**src/hdl/playfair_pair_cipher_top_assert.svh**
```systemverilog
// Assertion macros for the Playfair pair cipher block.
`ifndef PLAYFAIR_PAIR_CIPHER_TOP_ASSERT_SVH
`define PLAYFAIR_PAIR_CIPHER_TOP_ASSERT_SVH

// Condition holds at every clock edge outside reset.
`define PFC_ASSERT_ALWAYS(lbl, cond, msg) \
    lbl: assert property (@(posedge aclk) disable iff (!aresetn) (cond)) else $error(msg);

// Consequent holds in the cycle after the antecedent.
`define PFC_ASSERT_NEXT(lbl, ante, cons, msg) \
    lbl: assert property (@(posedge aclk) disable iff (!aresetn) (ante) |=> (cons)) \
        else $error(msg);

`endif

```
**src/hdl/pfc_pkg.sv**
```systemverilog
package pfc_pkg;

    localparam int SIDE    = 5;
    localparam int CELLS   = 25;
    localparam int LETTERS = 26;

    localparam logic [7:0] CHAR_UC_A = 8'h41;
    localparam logic [7:0] CHAR_UC_Z = 8'h5a;
    localparam logic [7:0] CHAR_UC_I = 8'h49;
    localparam logic [7:0] CHAR_UC_J = 8'h4a;
    localparam logic [7:0] CHAR_LC_A = 8'h61;
    localparam logic [7:0] CHAR_LC_Z = 8'h7a;
    localparam logic [4:0] IDX_J     = 5'd9;
    localparam logic [4:0] IDX_LAST  = 5'd25;

    typedef enum logic [1:0] {
        REQ_CLEAR = 2'd0,
        REQ_KEY   = 2'd1,
        REQ_FINAL = 2'd2,
        REQ_TEXT  = 2'd3
    } req_t;

    typedef enum logic [2:0] {
        ST_IDLE,
        ST_FIN,
        ST_POS,
        ST_CORNER,
        ST_OUT1,
        ST_OUT2
    } state_t;

    typedef struct packed {
        logic       we;
        logic [4:0] fill;     // square cell written
        logic [4:0] letter;   // letter index written
        logic [4:0] pos_ra0;
        logic [4:0] pos_ra1;
        logic [4:0] sq_ra0;
        logic [4:0] sq_ra1;
    } mem_req_t;

    typedef struct packed {
        logic [4:0] pos0;
        logic [4:0] pos1;
        logic [4:0] sq0;
        logic [4:0] sq1;
    } mem_rsp_t;

    typedef struct packed {
        logic       same_line;
        logic [4:0] addr0;
        logic [4:0] addr1;
    } geom_t;

    function automatic logic [7:0] fold_char(input logic [7:0] c);
        logic [7:0] u;
        u = (c >= CHAR_LC_A && c <= CHAR_LC_Z) ? (c - 8'h20) : c;
        return (u == CHAR_UC_J) ? CHAR_UC_I : u;
    endfunction

    function automatic logic is_upper(input logic [7:0] c);
        return (c >= CHAR_UC_A) && (c <= CHAR_UC_Z);
    endfunction

    function automatic logic [4:0] letter_idx(input logic [7:0] c);
        return 5'(c - CHAR_UC_A);
    endfunction

    function automatic logic [2:0] pos_row(input logic [4:0] pos);
        logic [2:0] r;
        if (pos >= 5'd20)      r = 3'd4;
        else if (pos >= 5'd15) r = 3'd3;
        else if (pos >= 5'd10) r = 3'd2;
        else if (pos >= 5'd5)  r = 3'd1;
        else                   r = 3'd0;
        return r;
    endfunction

    function automatic logic [2:0] pos_col(input logic [4:0] pos);
        return 3'(pos - 5'(pos_row(pos)) * 5'(SIDE));
    endfunction

    function automatic logic [4:0] cell_addr(input logic [2:0] row, input logic [2:0] col);
        return 5'(row) * 5'(SIDE) + 5'(col);
    endfunction

endpackage

```
**src/hdl/pfc_keymem.sv**
```systemverilog
module pfc_keymem (
    input  logic              aclk,
    input  pfc_pkg::mem_req_t req,
    output pfc_pkg::mem_rsp_t rsp
);

    // square: cell -> letter; position table: letter -> cell
    logic [4:0] square_mem [pfc_pkg::CELLS];
    logic [4:0] pos_mem    [pfc_pkg::LETTERS];

    always_ff @(posedge aclk) begin
        if (req.we) begin
            square_mem[req.fill] <= req.letter;
            pos_mem[req.letter]  <= req.fill;
        end
    end

    always_ff @(posedge aclk) begin
        rsp.pos0 <= pos_mem[req.pos_ra0];
        rsp.pos1 <= pos_mem[req.pos_ra1];
        rsp.sq0  <= square_mem[req.sq_ra0];
        rsp.sq1  <= square_mem[req.sq_ra1];
    end

endmodule

```
**src/hdl/pfc_pair_geom.sv**
```systemverilog
module pfc_pair_geom (
    input  logic [4:0]     pos_a,
    input  logic [4:0]     pos_b,
    output pfc_pkg::geom_t geom
);

    logic [2:0] ra, ca, rb, cb;

    always_comb begin
        ra = pfc_pkg::pos_row(pos_a);
        ca = pfc_pkg::pos_col(pos_a);
        rb = pfc_pkg::pos_row(pos_b);
        cb = pfc_pkg::pos_col(pos_b);
        geom.same_line = (ra == rb) || (ca == cb);
        // opposite corners, each letter keeps its own row
        geom.addr0 = pfc_pkg::cell_addr(ra, cb);
        geom.addr1 = pfc_pkg::cell_addr(rb, ca);
    end

endmodule

```
**src/hdl/playfair_pair_cipher_top.sv**
```systemverilog
// Playfair pair cipher: one transaction in flight at a time.
// Key character and clear complete on accept. Finalize walks the 26 letters, writing each
// unused one but J to the next cell. Text pair: straight to output when passed through, via
// ST_POS for a row/column swap, via ST_POS and ST_CORNER for a rectangle (position table read,
// then square read); the next transaction is taken once both results are delivered.
// Reset clears control state, fill count, used map and pending pair; memories are not cleared.
`include "playfair_pair_cipher_top_assert.svh"

module playfair_pair_cipher_top (
    input  logic       aclk,
    input  logic       aresetn,
    input  logic       s_tvalid,
    output logic       s_tready,
    input  logic [7:0] s_tdata,   // [7:0] char_code
    input  logic [1:0] s_tuser,   // [1:0] req_type
    input  logic       s_tlast,   // line_end
    output logic       m_tvalid,
    input  logic       m_tready,
    output logic [7:0] m_tdata,   // [7:0] out_char
    output logic       m_tlast    // last
);

    pfc_pkg::state_t   state_reg, state_next;
    logic [4:0]        fill_reg, fill_next;
    logic [25:0]       used_reg, used_next;
    logic              sealed_reg, sealed_next;
    logic [7:0]        pend_reg, pend_next;
    logic              pend_valid_reg, pend_valid_next;
    logic [7:0]        a_reg, a_next;
    logic [7:0]        b_reg, b_next;
    logic [7:0]        o1_reg, o1_next;
    logic [7:0]        o2_reg, o2_next;
    logic [4:0]        k_reg, k_next;
    logic              blank0_reg, blank0_next;
    logic              blank1_reg, blank1_next;

    pfc_pkg::req_t     req;
    pfc_pkg::mem_req_t mreq;
    pfc_pkg::mem_rsp_t mrsp;
    pfc_pkg::geom_t    geom;
    logic              accept;
    logic [7:0]        c_fold;
    logic [4:0]        cur_idx, pend_idx;
    logic              key_ok, fin_ok, pair_in_square;

    pfc_keymem u_keymem (
        .aclk (aclk),
        .req  (mreq),
        .rsp  (mrsp)
    );

    pfc_pair_geom u_geom (
        .pos_a (mrsp.pos0),
        .pos_b (mrsp.pos1),
        .geom  (geom)
    );

    assign req      = pfc_pkg::req_t'(s_tuser);
    assign accept   = s_tvalid && s_tready;
    assign c_fold   = pfc_pkg::fold_char(s_tdata);
    assign cur_idx  = pfc_pkg::letter_idx(c_fold);
    assign pend_idx = pfc_pkg::letter_idx(pend_reg);

    always_comb begin
        key_ok = (req == pfc_pkg::REQ_KEY) && !sealed_reg && pfc_pkg::is_upper(c_fold)
                 && !used_reg[cur_idx] && (fill_reg < 5'(pfc_pkg::CELLS));
        fin_ok = (k_reg != pfc_pkg::IDX_J) && !used_reg[k_reg]
                 && (fill_reg < 5'(pfc_pkg::CELLS));
        pair_in_square = pfc_pkg::is_upper(pend_reg) && pfc_pkg::is_upper(c_fold)
                         && used_reg[pend_idx] && used_reg[cur_idx];
    end

    // next state
    always_comb begin
        state_next = state_reg;
        unique case (state_reg)
            pfc_pkg::ST_IDLE: begin
                if (accept) begin
                    unique case (req)
                        pfc_pkg::REQ_CLEAR, pfc_pkg::REQ_KEY: state_next = pfc_pkg::ST_IDLE;
                        pfc_pkg::REQ_FINAL: begin
                            if (!sealed_reg) state_next = pfc_pkg::ST_FIN;
                        end
                        pfc_pkg::REQ_TEXT: begin
                            if (pend_valid_reg)
                                state_next = pair_in_square ? pfc_pkg::ST_POS
                                                            : pfc_pkg::ST_OUT1;
                            else if (s_tlast)
                                state_next = pfc_pkg::ST_OUT2;
                        end
                    endcase
                end
            end
            pfc_pkg::ST_FIN: begin
                if (k_reg == pfc_pkg::IDX_LAST) state_next = pfc_pkg::ST_IDLE;
            end
            pfc_pkg::ST_POS: begin
                state_next = geom.same_line ? pfc_pkg::ST_OUT1 : pfc_pkg::ST_CORNER;
            end
            pfc_pkg::ST_CORNER: state_next = pfc_pkg::ST_OUT1;
            pfc_pkg::ST_OUT1: begin
                if (m_tready) state_next = pfc_pkg::ST_OUT2;
            end
            pfc_pkg::ST_OUT2: begin
                if (m_tready) state_next = pfc_pkg::ST_IDLE;
            end
            default: state_next = pfc_pkg::ST_IDLE;
        endcase
    end

    // handshake outputs
    always_comb begin
        s_tready = (state_reg == pfc_pkg::ST_IDLE);
        m_tvalid = (state_reg == pfc_pkg::ST_OUT1) || (state_reg == pfc_pkg::ST_OUT2);
        m_tdata  = (state_reg == pfc_pkg::ST_OUT1) ? o1_reg : o2_reg;
        m_tlast  = (state_reg == pfc_pkg::ST_OUT2);
    end

    // memory requests: reads are issued every cycle, data arrives the next
    always_comb begin
        mreq.we      = 1'b0;
        mreq.fill    = fill_reg;
        mreq.letter  = (state_reg == pfc_pkg::ST_FIN) ? k_reg : cur_idx;
        mreq.pos_ra0 = pend_idx;
        mreq.pos_ra1 = cur_idx;
        mreq.sq_ra0  = geom.addr0;
        mreq.sq_ra1  = geom.addr1;
        if (state_reg == pfc_pkg::ST_FIN)
            mreq.we = fin_ok;
        else if (state_reg == pfc_pkg::ST_IDLE)
            mreq.we = accept && key_ok;
    end

    // datapath
    always_comb begin
        fill_next       = fill_reg;
        used_next       = used_reg;
        sealed_next     = sealed_reg;
        pend_next       = pend_reg;
        pend_valid_next = pend_valid_reg;
        a_next          = a_reg;
        b_next          = b_reg;
        o1_next         = o1_reg;
        o2_next         = o2_reg;
        k_next          = k_reg;
        blank0_next     = blank0_reg;
        blank1_next     = blank1_reg;
        if (mreq.we) begin
            fill_next               = fill_reg + 5'd1;
            used_next[mreq.letter]  = 1'b1;
        end
        unique case (state_reg)
            pfc_pkg::ST_IDLE: begin
                if (accept) begin
                    unique case (req)
                        pfc_pkg::REQ_CLEAR: begin
                            fill_next       = '0;
                            used_next       = '0;
                            sealed_next     = 1'b0;
                            pend_valid_next = 1'b0;
                        end
                        pfc_pkg::REQ_KEY: ;
                        pfc_pkg::REQ_FINAL: k_next = '0;
                        pfc_pkg::REQ_TEXT: begin
                            if (pend_valid_reg) begin
                                pend_valid_next = 1'b0;
                                a_next  = pend_reg;
                                b_next  = c_fold;
                                o1_next = pend_reg;
                                o2_next = c_fold;
                            end else if (s_tlast) begin
                                o2_next = c_fold;
                            end else begin
                                pend_next       = c_fold;
                                pend_valid_next = 1'b1;
                            end
                        end
                    endcase
                end
            end
            pfc_pkg::ST_FIN: begin
                if (k_reg == pfc_pkg::IDX_LAST)
                    sealed_next = 1'b1;
                else
                    k_next = k_reg + 5'd1;
            end
            pfc_pkg::ST_POS: begin
                // same row or column: swap
                o1_next = b_reg;
                o2_next = a_reg;
                // cells past the fill count are read as letter index 0
                blank0_next = (geom.addr0 >= fill_reg);
                blank1_next = (geom.addr1 >= fill_reg);
            end
            pfc_pkg::ST_CORNER: begin
                o1_next = blank0_reg ? pfc_pkg::CHAR_UC_A
                                     : pfc_pkg::CHAR_UC_A + 8'(mrsp.sq0);
                o2_next = blank1_reg ? pfc_pkg::CHAR_UC_A
                                     : pfc_pkg::CHAR_UC_A + 8'(mrsp.sq1);
            end
            pfc_pkg::ST_OUT1, pfc_pkg::ST_OUT2: ;
            default: ;
        endcase
    end

    always_ff @(posedge aclk) begin
        if (!aresetn) begin
            state_reg      <= pfc_pkg::ST_IDLE;
            fill_reg       <= '0;
            used_reg       <= '0;
            sealed_reg     <= 1'b0;
            pend_valid_reg <= 1'b0;
            pend_reg       <= '0;
            k_reg          <= '0;
        end else begin
            state_reg      <= state_next;
            fill_reg       <= fill_next;
            used_reg       <= used_next;
            sealed_reg     <= sealed_next;
            pend_valid_reg <= pend_valid_next;
            pend_reg       <= pend_next;
            k_reg          <= k_next;
        end
    end

    always_ff @(posedge aclk) begin
        a_reg      <= a_next;
        b_reg      <= b_next;
        o1_reg     <= o1_next;
        o2_reg     <= o2_next;
        blank0_reg <= blank0_next;
        blank1_reg <= blank1_next;
    end

    `PFC_ASSERT_ALWAYS(a_fill_bound, fill_reg <= 5'(pfc_pkg::CELLS), "fill count past 25")
    `PFC_ASSERT_ALWAYS(a_no_j, !used_reg[pfc_pkg::IDX_J], "J entered the square")
    `PFC_ASSERT_ALWAYS(a_one_in_flight, !(s_tready && m_tvalid), "input taken during output")
    `PFC_ASSERT_NEXT(a_fin_full, (state_reg == pfc_pkg::ST_FIN) && (k_reg == pfc_pkg::IDX_LAST), fill_reg == 5'(pfc_pkg::CELLS) && sealed_reg, "square not full after finalize")

endmodule
```
**config.mk**
```make
export PLATFORM = sky130hd
export DESIGN_NAME = playfair_pair_cipher_top
export DESIGN_NICKNAME = d
export VERILOG_FILES = /design/src/hdl/pfc_pkg.sv /design/src/hdl/pfc_keymem.sv /design/src/hdl/pfc_pair_geom.sv /design/src/hdl/playfair_pair_cipher_top.sv
export VERILOG_INCLUDE_DIRS = /design/src /design/src/hdl
export SDC_FILE = /design/constraint.sdc
export NUM_CORES = 1
export LEC_CHECK = 0
export BUFFER_PORTS_ARGS = -buffer_cell sky130_fd_sc_hd__buf_2
export CAP_MARGIN = 10
export CORE_MARGIN = 4
export CORE_UTILIZATION = 45
export CTS_CLUSTER_DIAMETER = 40
export CTS_CLUSTER_SIZE = 24
export DETAILED_ROUTE_END_ITERATION = 16
export PLACE_DENSITY = 0.62
export SLEW_MARGIN = 5
export SYNTH_ARGS = -nofsm -noshare
export SYNTH_HDL_FRONTEND = slang
export SYNTH_SLANG_ARGS = --single-unit
```
**constraint.sdc**
```tcl
create_clock -name aclk -period 6.59 [get_ports aclk]
set_clock_uncertainty 0.15 [all_clocks]
set_input_delay 0.659 -clock aclk [delete_from_list [all_inputs] [get_ports aclk]]
set_output_delay 0.659 -clock aclk [all_outputs]
set_load 0.02 [all_outputs]
```
==> out/qor.csv, run 1 <==
stage;metric;value;unit
logic_synthesis;number of enable flip-flop cells after synthesis;289;
clocking;CTS Buffer Depth;3;
timing;RSZ-0062 raised after global routing;no;
worst_setup_path;Setup Crit Path Kind;flip-flop to flip-flop;
logic_synthesis;sequential cell area fraction in the yosys report;0.556;
placement;Placed Area;0.0188;mm²
worst_setup_path;crit path launch;u_keymem.rsp[18]$_DFF_P_;
pwr;Sw Ratio;0.322;
global_routing;first-pass GRT wire length;69700;µm
global_routing;largest net degree at the start of global routing;48;
placement;DP Wirelength;31000;µm
logic_synthesis;synthesis-stage register bit count;358;
logic_synthesis;Post-Syn Nets;1359;
layout;Nets;1389;
clocking;CTS resizes;0;
outcome;status;finished clean;
die;die span in x;208;µm
pwr;clock power share;0.333;
clocking;Worst-Skew Late Latency;560;ps
worst_hold_path;Hold Crit Class;input pin to flip-flop;
worst_setup_path;Setup crit end kind;flip-flop;
pwr;Pint;5.00;mW
clocking;# H-tree levels;2;
detailed_routing;DR pass1 iterations;8;
worst_setup_path;FF-to-FF Start;u_keymem.rsp[18]$_DFF_P_;
worst_setup_path;Critical Path Source Type;flip-flop;
placement;placer congestion estimate;0.874;
pwr;peak supply drop;199;µV
worst_setup_path;worst path arrival time;5260;ps
logic_synthesis;Post-synth ARST share;0;
pwr;Pwr Density;363;mW/mm²
timing;Slew Viols, Final;0;
layout;P&R area growth vs syn;12.4;%
layout;Antenna diodes;0;
timing;Tcrit/Tclk final;0.753;
die;die boundary height;208;µm
logic_synthesis;cells after synthesis;1303;
detailed_routing;average wire per standard cell;24.0;µm
layout;max reg flops;130;
timing;final hold violations;0;
die;I/O pins;26;
clocking;Hold Buf Count CTS;0;
clocking;clock slew at reported path FFs;70;ps
placement;number of port buffers;25;
global_routing;Tot GR Track Use;0.207;
timing;Worst Hold Margin;313;ps
detailed_routing;detailed-route wire length;45500;µm
pwr;Reg power frac;0.351;
worst_setup_path;crit path cell chain;inv_1, maj3_1, a221oi_1, nor2b_1, ha_1, inv_1, ha_2, inv_1, fa_1, mux4_2, mux4_2, mux2_2;
run;# Max-Cap Violations;0;
pwr;P_leak;6.74;nW
logic_synthesis;top cell type by total area after synthesis;edfxtp_1;
worst_setup_path;most used cell, CP;inv_1;
detailed_routing;DRC viols;0;
worst_hold_path;HP Start;s_tdata[3];
clocking;CTS tree;built;
global_routing;vias in the first global route;11200;
timing;# setup viols final;0;
logic_synthesis;total of warnings raised by yosys;0;
timing;Worst-Margin Slew;1190;ps
pwr;share of power burned in combinational logic;0.316;
timing;setup TNS;0;ps
clocking;post-CTS setup buffer count;0;
logic_synthesis;Avg Cell Area, Syn;13.9;µm²
timing;Max Freq;201;MHz
logic_synthesis;Synth top area share;0.480;
timing;crit path time final;4960;ps
detailed_routing;via count;11400;
global_routing;grt total ovfl;0;
layout;Final Cell Area;0.0203;mm²
detailed_routing;Antenna Violating Nets Remaining;0;
pwr;switching pwr;2.38;mW
worst_setup_path;slowest CP cell;fa_1;
global_routing;initial antenna violation count;0;
detailed_routing;number of DRC markers in iteration 0;1089;
die;Row Count;73;
worst_setup_path;crit-path max cell delay;1280;ps
logic_synthesis;top_reg_cell synth;edfxtp_1;
die;Initial Util;0.455;
die;core area;0.0397;mm²
die;Die Area;0.0435;mm²
clocking;CTS root buf;clkbuf_16;
logic_synthesis;post-synthesis cell area;0.0181;mm²
worst_setup_path;CP max FO;22;
logic_synthesis;library cells used by synthesis;72;
clocking;Num Clock Sinks;358;
logic_synthesis;Synth area leaders;edfxtp_1 48%, mux4_2 19%, dfxtp_1 7.6%;
detailed_routing;vias per cell;6.04;
worst_setup_path;Critical Path RT;6880;ps
timing;max_slew headroom;0.204;
layout;layout cells sized above 1;0.240;
clocking;CTS Buf Count;43;
==> path summary, 6_finish.rpt <==
path / end / slack [ps] / cells past startpoint
worst min-delay path: b_reg[3]$_DFFE_PP_ / 310 / 1
worst min register to register: used_reg[14]$_SDFF_PN0_ / 330 / 2
worst max-delay path: u_keymem.rsp[4]$_DFF_P_ / 1630 / 12
worst max register to register: u_keymem.rsp[4]$_DFF_P_ / 1630 / 12
==> layer usage <==
metal,global-route usage,part of all wire
met1,0.294,0.42
met2,0.334,0.48
met3,0.0401,0.078
met4,0.0503,0.021
met5,0,0
==> critical path, delay by kind of cell, from the launching register on <==
family                   cells  cell delay [ps]
adder cells (fa/ha/maj)      4             2130
multiplexers                 3             1280
AND/OR/NAND/NOR              1              150
buffers and inverters        3              200
AO/OA/AOI/OAI                1              550
flip-flops                   1              370
==> stage by stage <==
step	power, mW	util	setup WS, ps	instances
CTS	7.42	0.512	1610	1893
global placement	4.94	0.474	1480	1813
detailed placement	4.97	0.474	1360	1813
floorplan	4.35	-	2190	1303
global route	7.71	0.512	1420	1893
finish	7.38	0.512	1630	1893
==> area by class of cell <==
class                           count  area [µm²]
Sequential cell                   358       10100
Multi-Input combinational cell    823        7560
Inverter                           51         191
Tap cell                          525         657
Clock inverter                     35         407
Clock buffer                       45        1100
Timing Repair Buffer               56         358
Fill cell                        3252       19400
==> cells by family after synthesis <==
kind of cell,after synthesis,share of synthesized area
AND/OR/NAND/NOR,376,0.0934
flip-flops,358,0.556
multiplexers,211,0.223
AO/OA/AOI/OAI,164,0.0546
buffers and inverters,122,0.0266
adder cells (fa/ha/maj),42,0.0306
XOR/XNOR,30,0.0156
==> power by group through the flow <==
stage / Sequential, mW / Clock (mW) / Combinational (mW)
after floorplan: 2.62 / 0 / 1.72
after global placement: 2.64 / 0 / 2.30
after detailed placement: 2.64 / 0 / 2.33
after CTS: 2.59 / 2.48 / 2.35
after global routing: 2.60 / 2.60 / 2.51
final: 2.59 / 2.46 / 2.33
==> synth_stat cells (5+ instances only) <==
cell type  count
a21oi_1       25
a22oi_1        5
and2_1         5
buf_1          9
buf_2          9
clkbuf_1      51
dfxtp_1       69
edfxtp_1     289
ha_1          37
inv_1         48
mux2_2        26
mux2i_1       34
mux4_2       151
nand2_1      159
nand2b_1       7
nand3_1       46
nand3b_1       6
nor2_1        87
nor2b_1       12
nor3_1        29
o21ai_0       84
xnor2_1       18
xor2_1        11
==> placed cells by master, fill, tap and decap left out, types with 6 or more instances in the layout <==
cell	instances
mux2_2	26
mux4_2	151
a21oi_1	25
dfxtp_1	68
nand3b_1	6
nor3_1	29
ha_1	35
edfxtp_1	289
inv_1	48
buf_2	25
mux2i_1	34
nand2_1	159
xnor2_1	18
xor2_1	11
inv_6	9
buf_4	31
inv_8	8
o21ai_0	84
nor2b_1	12
nand2b_1	7
nand3_1	46
clkbuf_16	44
nor2_1	87
clkinv_8	6
Power figures use the tool's default switching activity.
==> run 2: changes to the inputs <==
- PLACE_DENSITY: 0.62 -> 0.64
- clock period: 6.59 -> 4.25 ns (I/O delays scaled with it)
==> run 2 against run 1 <==
  * Hold slack got worse by 280 ps
  * Clock power grew 72%
  * Wire length up 1.6%
==> out/qor.csv, run 2 (synthesized netlist as in run 1, its figures left out) <==
stage;metric;value;unit;change
die;Row Count;73;;unchanged
worst_setup_path;FF-to-FF End;u_keymem.rsp[7]$_DFF_P_;;
detailed_routing;average wire per standard cell;23.4;µm;-2.4%
timing;setup TNS;0;ps;unchanged
timing;Slew Viols, Final;0;;unchanged
timing;RSZ-0062 raised after global routing;no;;
worst_setup_path;Worst R2R Setup Slack;190;ps;-1440 ps
worst_setup_path;CP top delay family;adder cells;;
worst_setup_path;crit path to;u_keymem.rsp[7]$_DFF_P_;;
global_routing;first-pass GRT wire length;71200;µm;+2.2%
worst_setup_path;worst path arrival time;4380;ps;-880 ps
timing;max_slew headroom;0.263;;+0.0591
layout;most common cell after layout, fill and taps aside;edfxtp_1;;
detailed_routing;vias per cell;5.96;;-1.3%
pwr;P_leak;7.24;nW;+7.4%
layout;fill count;3228;;-0.74%
timing;# setup viols final;0;;unchanged
worst_setup_path;Setup crit end kind;flip-flop;;
timing;final hold violations;0;;unchanged
worst_hold_path;Hold Crit Class;input pin to flip-flop;;
worst_setup_path;slowest CP cell;fa_2;;
die;core area;0.0397;mm²;unchanged
detailed_routing;DRC viols;0;;unchanged
layout;commonest non-fill, non-tap cells in the layout;289 x edfxtp_1, 159 x nand2_1, 151 x mux4_2;;
detailed_routing;metal3 WL;3410;µm;-3.5%
clocking;CTS root buf;clkbuf_16;;
detailed_routing;DR pass1 iterations;5;;-3
global_routing;Tot GR Track Use;0.212;;+0.00491
pwr;Pwr Density;572;mW/mm²;+58%
layout;Nets;1459;;+5.0%
placement;DP Wirelength;31900;µm;+3.0%
timing;Max Freq;246;MHz;+22%
global_routing;grt total ovfl;0;;unchanged
clocking;# H-tree levels;2;;unchanged
detailed_routing;met2 wire length;22500;µm;+2.9%
placement;Placed Area;0.0194;mm²;+3.0%
worst_setup_path;crit path launch;u_keymem.rsp[11]$_DFF_P_;;
die;die boundary height;208;µm;unchanged
die;Initial Util;0.455;;unchanged
worst_setup_path;CP max FO;16;;-27%
worst_setup_path;crit path cell chain;nor2_1, o21ai_0, a221o_1, and2_1, ha_1, inv_1, fa_1, inv_1, fa_2, buf_12, mux4_2, mux4_2, mux2_2;;
layout;Final Cell Area;0.0212;mm²;+4.1%
detailed_routing;detailed-route wire length;46200;µm;+1.6%
clocking;Hold Buf Count CTS;0;;unchanged
placement;number of port buffers;25;;unchanged
global_routing;largest net degree at the start of global routing;48;;unchanged
worst_setup_path;Setup Crit Path Kind;flip-flop to flip-flop;;
layout;max reg flops;130;;unchanged
pwr;switching pwr;3.65;mW;+53%
detailed_routing;uppermost routed layer;met4;;
clocking;CTS Buffer Depth;3;;unchanged
worst_setup_path;crit-path max cell delay;610;ps;-670 ps
clocking;CTS Buf Count;49;;+14%
global_routing;initial antenna violation count;0;;unchanged
clocking;Num Clock Sinks;358;;unchanged
global_routing;vias in the first global route;11700;;+4.6%
worst_setup_path;Critical Path Source Type;flip-flop;;
worst_setup_path;worst reg-to-reg path cell count;13;;+1
pwr;share of power burned in combinational logic;0.319;;+0.003
layout;P&R area growth vs syn;17.0;%;
outcome;status;finished clean;;
pwr;Reg power frac;0.332;;-0.019
layout;area of the multi-input gates;0.00760;mm²;+0.53%
layout;Seq. cell area;0.0101;mm²;about the same
pwr;peak supply drop;345;µV;+73%
pwr;Sw Ratio;0.302;;-0.0207
clocking;Worst-Skew Late Latency;600;ps;+40 ps
die;Die Area;0.0435;mm²;unchanged
timing;crit path time final;4060;ps;-903 ps
clocking;clock slew at reported path FFs;60;ps;about the same
run;# Max-Cap Violations;0;;unchanged
clocking;CTS tree;built;;
detailed_routing;number of DRC markers in iteration 0;1149;;+5.5%
die;die span in x;208;µm;unchanged
worst_setup_path;CP bufs+invs;3;;unchanged
timing;Tcrit/Tclk final;0.956;;+0.202
worst_setup_path;FF-to-FF Start;u_keymem.rsp[11]$_DFF_P_;;
placement;placer congestion estimate;0.865;;-1.0%
layout;Antenna diodes;0;;unchanged
worst_setup_path;Worst path depth;13;;+1
pwr;clock power share;0.349;;+0.016
pwr;Pint;8.46;mW;+69%
layout;layout cells sized above 1;0.282;;+0.0421
detailed_routing;DRT met1 WL;19100;µm;-0.25%
worst_setup_path;Critical Path RT;4570;ps;-2310 ps
detailed_routing;via count;11700;;+2.6%
timing;Worst-Margin Slew;1100;ps;-95.2 ps
die;I/O pins;26;;unchanged
detailed_routing;Antenna Violating Nets Remaining;0;;unchanged
==> run 2: cell types whose count changed in the layout (fill, tap and decap cells not counted), sizes merged <==
cell	change
clkinv	+1
inv	-6
bufinv	+5
clkbuf	+14
clkinvlp	-1
buf	+63
==> run 2: worst min path at each step <==
stage | startpoint | end | cells past startpoint
floorplan | pend_reg[2]$_SDFFE_PN0P_ | a_reg[2]$_DFFE_PP_ | 0
global placement | pend_reg[6]$_SDFFE_PN0P_ | a_reg[6]$_DFFE_PP_ | 0
detailed placement | pend_reg[6]$_SDFFE_PN0P_ | a_reg[6]$_DFFE_PP_ | 0
CTS | s_tdata[3] | b_reg[3]$_DFFE_PP_ | 1
global route | s_tdata[3] | b_reg[3]$_DFFE_PP_ | 1
finish | s_tdata[3] | b_reg[3]$_DFFE_PP_ | 1
==> run 2: power groups by stage <==
stage	combinational (mW)	clock, mW	sequential, mW
3_3_place_gp	3.71	0	4.09
4_1_cts	3.80	4.29	4.02
6_report	3.86	4.23	4.02
5_1_grt	4.17	4.47	4.03
3_5_place_dp	3.77	0	4.09
2_1_floorplan	2.69	0	4.07
==> run 2: timing repair <==
| item | in CTS | in global routing |
|---|---|---|
| endpoints found under the hold margin | 0 | 0 |
| setup endpoints to repair | 0 | 9 |
| resized for setup | 0 | 8 |
| setup buffers | 0 | 1 |
==> run 2: per-stage QoR <==
stage | hold slack (ps) | util | worst slack [ps] | std cells | power [mW]
2_1_floorplan | 256 | - | 25.7 | 1303 | 6.75
3_3_place_gp | 330 | 0.488 | 181 | 1875 | 7.81
3_5_place_dp | 329 | 0.488 | 148 | 1875 | 7.87
4_1_cts | 3.37 | 0.531 | 110 | 1967 | 12.1
5_1_grt | 18.2 | 0.533 | 1.40 | 1969 | 12.7
6_report | 34.1 | 0.533 | 188 | 1969 | 12.1
==> run 2: area by class of cell <==
cell class | instances | share of cell area
clock buffer | 58 | 0.0610
clock inverter | 34 | 0.0203
inverter | 51 | 0.00905
multi-input combinational | 823 | 0.359
sequential | 358 | 0.475
tap | 525 | 0.0310
timing repair buffer | 120 | 0.0442
==> run 2: worst register-to-register path, delay by kind of cell, from the launching register on <==
| family | cells | cell delay (ps) |
|---|---|---|
| DFF | 1 | 370 |
| and+or+nand+nor | 2 | 250 |
| buffers and inverters | 3 | 300 |
| AOI/OAI and AO/OA | 2 | 400 |
| muxes | 3 | 1130 |
| adders and majority gates | 3 | 1310 |
==> run 2: layer usage <==
metal,vias to the layer above,GRT usage
li1,5253,-
met1,5886,0.298
met2,521,0.343
met3,84,0.0374
met4,0,0.0609
met5,-,0
==> run 3: changes to the inputs <==
- CORE_MARGIN: 4 -> not set
==> run 3 against run 2 <==
  * Via count hardly changed
  * Highest routed layer unchanged
  * Core utilization is 0.33 points lower
  * Critical path type unchanged
  * Fmax is 1.0% lower
  * Cell area is 0.85% lower
  * Hold slack better by 26 ps
  * First-iteration DRC count is 1.1% lower
  * Count of clock-buffer cells in the layout is 9 lower
==> out/qor.csv, run 3 (synthesized netlist as in run 1, its figures left out) <==
stage;metric;value;unit;change
global_routing;largest net degree at the start of global routing;48;;unchanged
global_routing;grt total ovfl;0;;unchanged
die;Die Area;0.0410;mm²;-5.7%
detailed_routing;average wire per standard cell;23.3;µm;-0.70%
clocking;CTS tree;built;;
worst_setup_path;worst reg-to-reg path cell count;11;;-2
timing;RSZ-0062 raised after global routing;yes;;
worst_setup_path;Critical Path Source Type;flip-flop;;
placement;Place WS;86.6;ps;-61.2 ps
global_routing;Tot GR Track Use;0.229;;+0.0168
pwr;Pint;8.02;mW;-5.2%
placement;DP Wirelength;31500;µm;-1.3%
worst_hold_path;Hold Crit Class;input pin to flip-flop;;
timing;Slew Viols, Final;0;;unchanged
detailed_routing;number of DRC markers in iteration 0;1136;;-1.1%
die;Row Count;73;;unchanged
pwr;share of power burned in combinational logic;0.319;;about the same
worst_setup_path;Setup crit end kind;flip-flop;;
worst_setup_path;FF-to-FF End;u_keymem.rsp[4]$_DFF_P_;;
global_routing;initial antenna violation count;0;;unchanged
outcome;status;finished clean;;
layout;most common cell after layout, fill and taps aside;edfxtp_1;;
worst_setup_path;worst path arrival time;4420;ps;+40 ps
layout;max reg flops;130;;unchanged
die;I/O pins;26;;unchanged
worst_setup_path;Critical Path RT;4570;ps;about the same
pwr;Pwr Density;559;mW/mm²;-2.3%
pwr;Reg power frac;0.343;;+0.011
layout;commonest non-fill, non-tap cells in the layout;289 x edfxtp_1, 159 x nand2_1, 151 x mux4_2;;
global_routing;vias in the first global route;11700;;-0.043%
worst_hold_path;Hold Path End;b_reg[3]$_DFFE_PP_;;
timing;setup TNS;0;ps;unchanged
timing;worst setup margin;145;ps;-42.8 ps
clocking;# H-tree levels;2;;unchanged
layout;P&R area growth vs syn;16.0;%;
timing;crit path time final;4100;ps;+42.8 ps
global_routing;first-pass GRT wire length;71100;µm;-0.16%
timing;Max Freq;244;MHz;-1.0%
detailed_routing;DRC viols;0;;unchanged
placement;number of port buffers;25;;unchanged
clocking;CTS root buf;clkbuf_16;;
die;core area;0.0396;mm²;-0.23%
pwr;peak supply drop;346;µV;+0.29%
placement;placer congestion estimate;0.880;;+1.7%
timing;final hold violations;0;;unchanged
pwr;clock power share;0.338;;-0.011
worst_setup_path;Worst R2R Setup Slack;150;ps;-40 ps
clocking;clock slew at reported path FFs;70;ps;about the same
die;die span in x;202;µm;-2.9%
timing;max_slew headroom;0.290;;+0.0269
run;# Max-Cap Violations;0;;unchanged
timing;Tcrit/Tclk final;0.966;;+0.0101
detailed_routing;Antenna Violating Nets Remaining;0;;unchanged
worst_setup_path;Setup Crit Path Kind;flip-flop to flip-flop;;
die;die boundary height;202;µm;-2.9%
clocking;Num Clock Sinks;358;;unchanged
layout;layout cells sized above 1;0.275;;-0.00679
worst_setup_path;CP max FO;31;;+15
pwr;Sw Ratio;0.316;;+0.0148
detailed_routing;vias per cell;5.99;;+0.40%
pwr;switching pwr;3.71;mW;+1.6%
detailed_routing;detailed-route wire length;45700;µm;-1.1%
timing;# setup viols final;0;;unchanged
clocking;Worst-Skew Late Latency;590;ps;about the same
worst_setup_path;FF-to-FF Start;u_keymem.rsp[19]$_DFF_P_;;
clocking;CTS Buf Count;46;;-6.1%
timing;Worst Hold Margin;60.3;ps;+26.2 ps
worst_hold_path;worst hold stages;1;;unchanged
pwr;P_leak;7.13;nW;-1.4%
layout;Antenna diodes;0;;unchanged
timing;Worst-Margin Slew;1060;ps;-40.1 ps
detailed_routing;DR pass1 iterations;5;;unchanged
layout;Nets;1454;;-0.34%
detailed_routing;via count;11700;;-0.0085%
die;Initial Util;0.456;;+0.00105
worst_hold_path;HP Start;s_tdata[3];;
clocking;CTS Buffer Depth;3;;unchanged
## run 3: cell types whose count changed in the layout (fill, tap and decap cells not counted), moves of 2 or more
cell / before / now
clkinv_4: 6 / 4
clkinv_8: 0 / 3
clkbuf_1: 6 / 3
clkinvlp_4: 2 / 4
inv_4: 4 / 0
clkbuf_16: 50 / 46
inv_12: 0 / 3
bufinv_16: 6 / 2
clkbuf_8: 3 / 0
clkinv_1: 2 / 5
## run 3: layer usage
layer	part of all wire	GRT usage
met1	0.43	0.326
met2	0.48	0.364
met3	0.075	0.0413
met4	0.019	0.0561
met5	0	0
## run 3: cell type report
cell class	count	area (µm²)
fill	3261	18700
sequential	358	10100
multi-input combinational	823	7570
clock buffer	49	1160
timing repair buffer	118	890
tap	525	657
clock inverter	37	444
inverter	51	191
## run 3: worst max-delay path: stages (launching register included)
cell and delay [ps]:
dfxtp_1 420, inv_1 80, or3_1 390, o31ai_2 120, inv_1 160, fa_1 600, inv_1 80, fa_1 520
buf_6 300, mux4_2 370, mux4_2 490, mux2_2 270
## run 3: worst max path at each step
stage	start	end	slack, ps	cells past startpoint
after floorplan	u_keymem.rsp[18]$_DFF_P_	blank1_reg$_DFFE_PN_	30	17
after global placement	u_keymem.rsp[11]$_DFF_P_	u_keymem.rsp[7]$_DFF_P_	150	13
after detailed placement	u_keymem.rsp[19]$_DFF_P_	u_keymem.rsp[0]$_DFF_P_	90	11
after CTS	u_keymem.rsp[11]$_DFF_P_	u_keymem.rsp[7]$_DFF_P_	60	13
after global routing	u_keymem.rsp[19]$_DFF_P_	blank1_reg$_DFFE_PN_	-50	14
final	u_keymem.rsp[19]$_DFF_P_	u_keymem.rsp[4]$_DFF_P_	150	11
## run 3: through the flow
stage,power [mW],util,cell area [µm²],instances
2_1_floorplan,6.75,-,18100,1303
3_3_place_gp,7.74,0.488,19400,1874
3_5_place_dp,7.82,0.488,19400,1874
4_1_cts,11.8,0.529,21000,1960
5_1_grt,12.2,0.529,21000,1961
6_report,11.7,0.529,21000,1961
## run 3: what timing repair did
action | CTS | global route
setup endpoints to repair | 0 | 12
hold buffers | 0 | 0
buffers inserted | 0 | 1
resized for setup | 0 | 2
## run 3: power groups by stage
stage	logic [mW]	clock network [mW]	registers, mW
2_1_floorplan	2.69	0	4.07
5_1_grt	4.04	4.17	4.03
6_report	3.74	3.97	4.03
3_3_place_gp	3.65	0	4.10
3_5_place_dp	3.72	0	4.10
4_1_cts	3.75	4.03	4.02
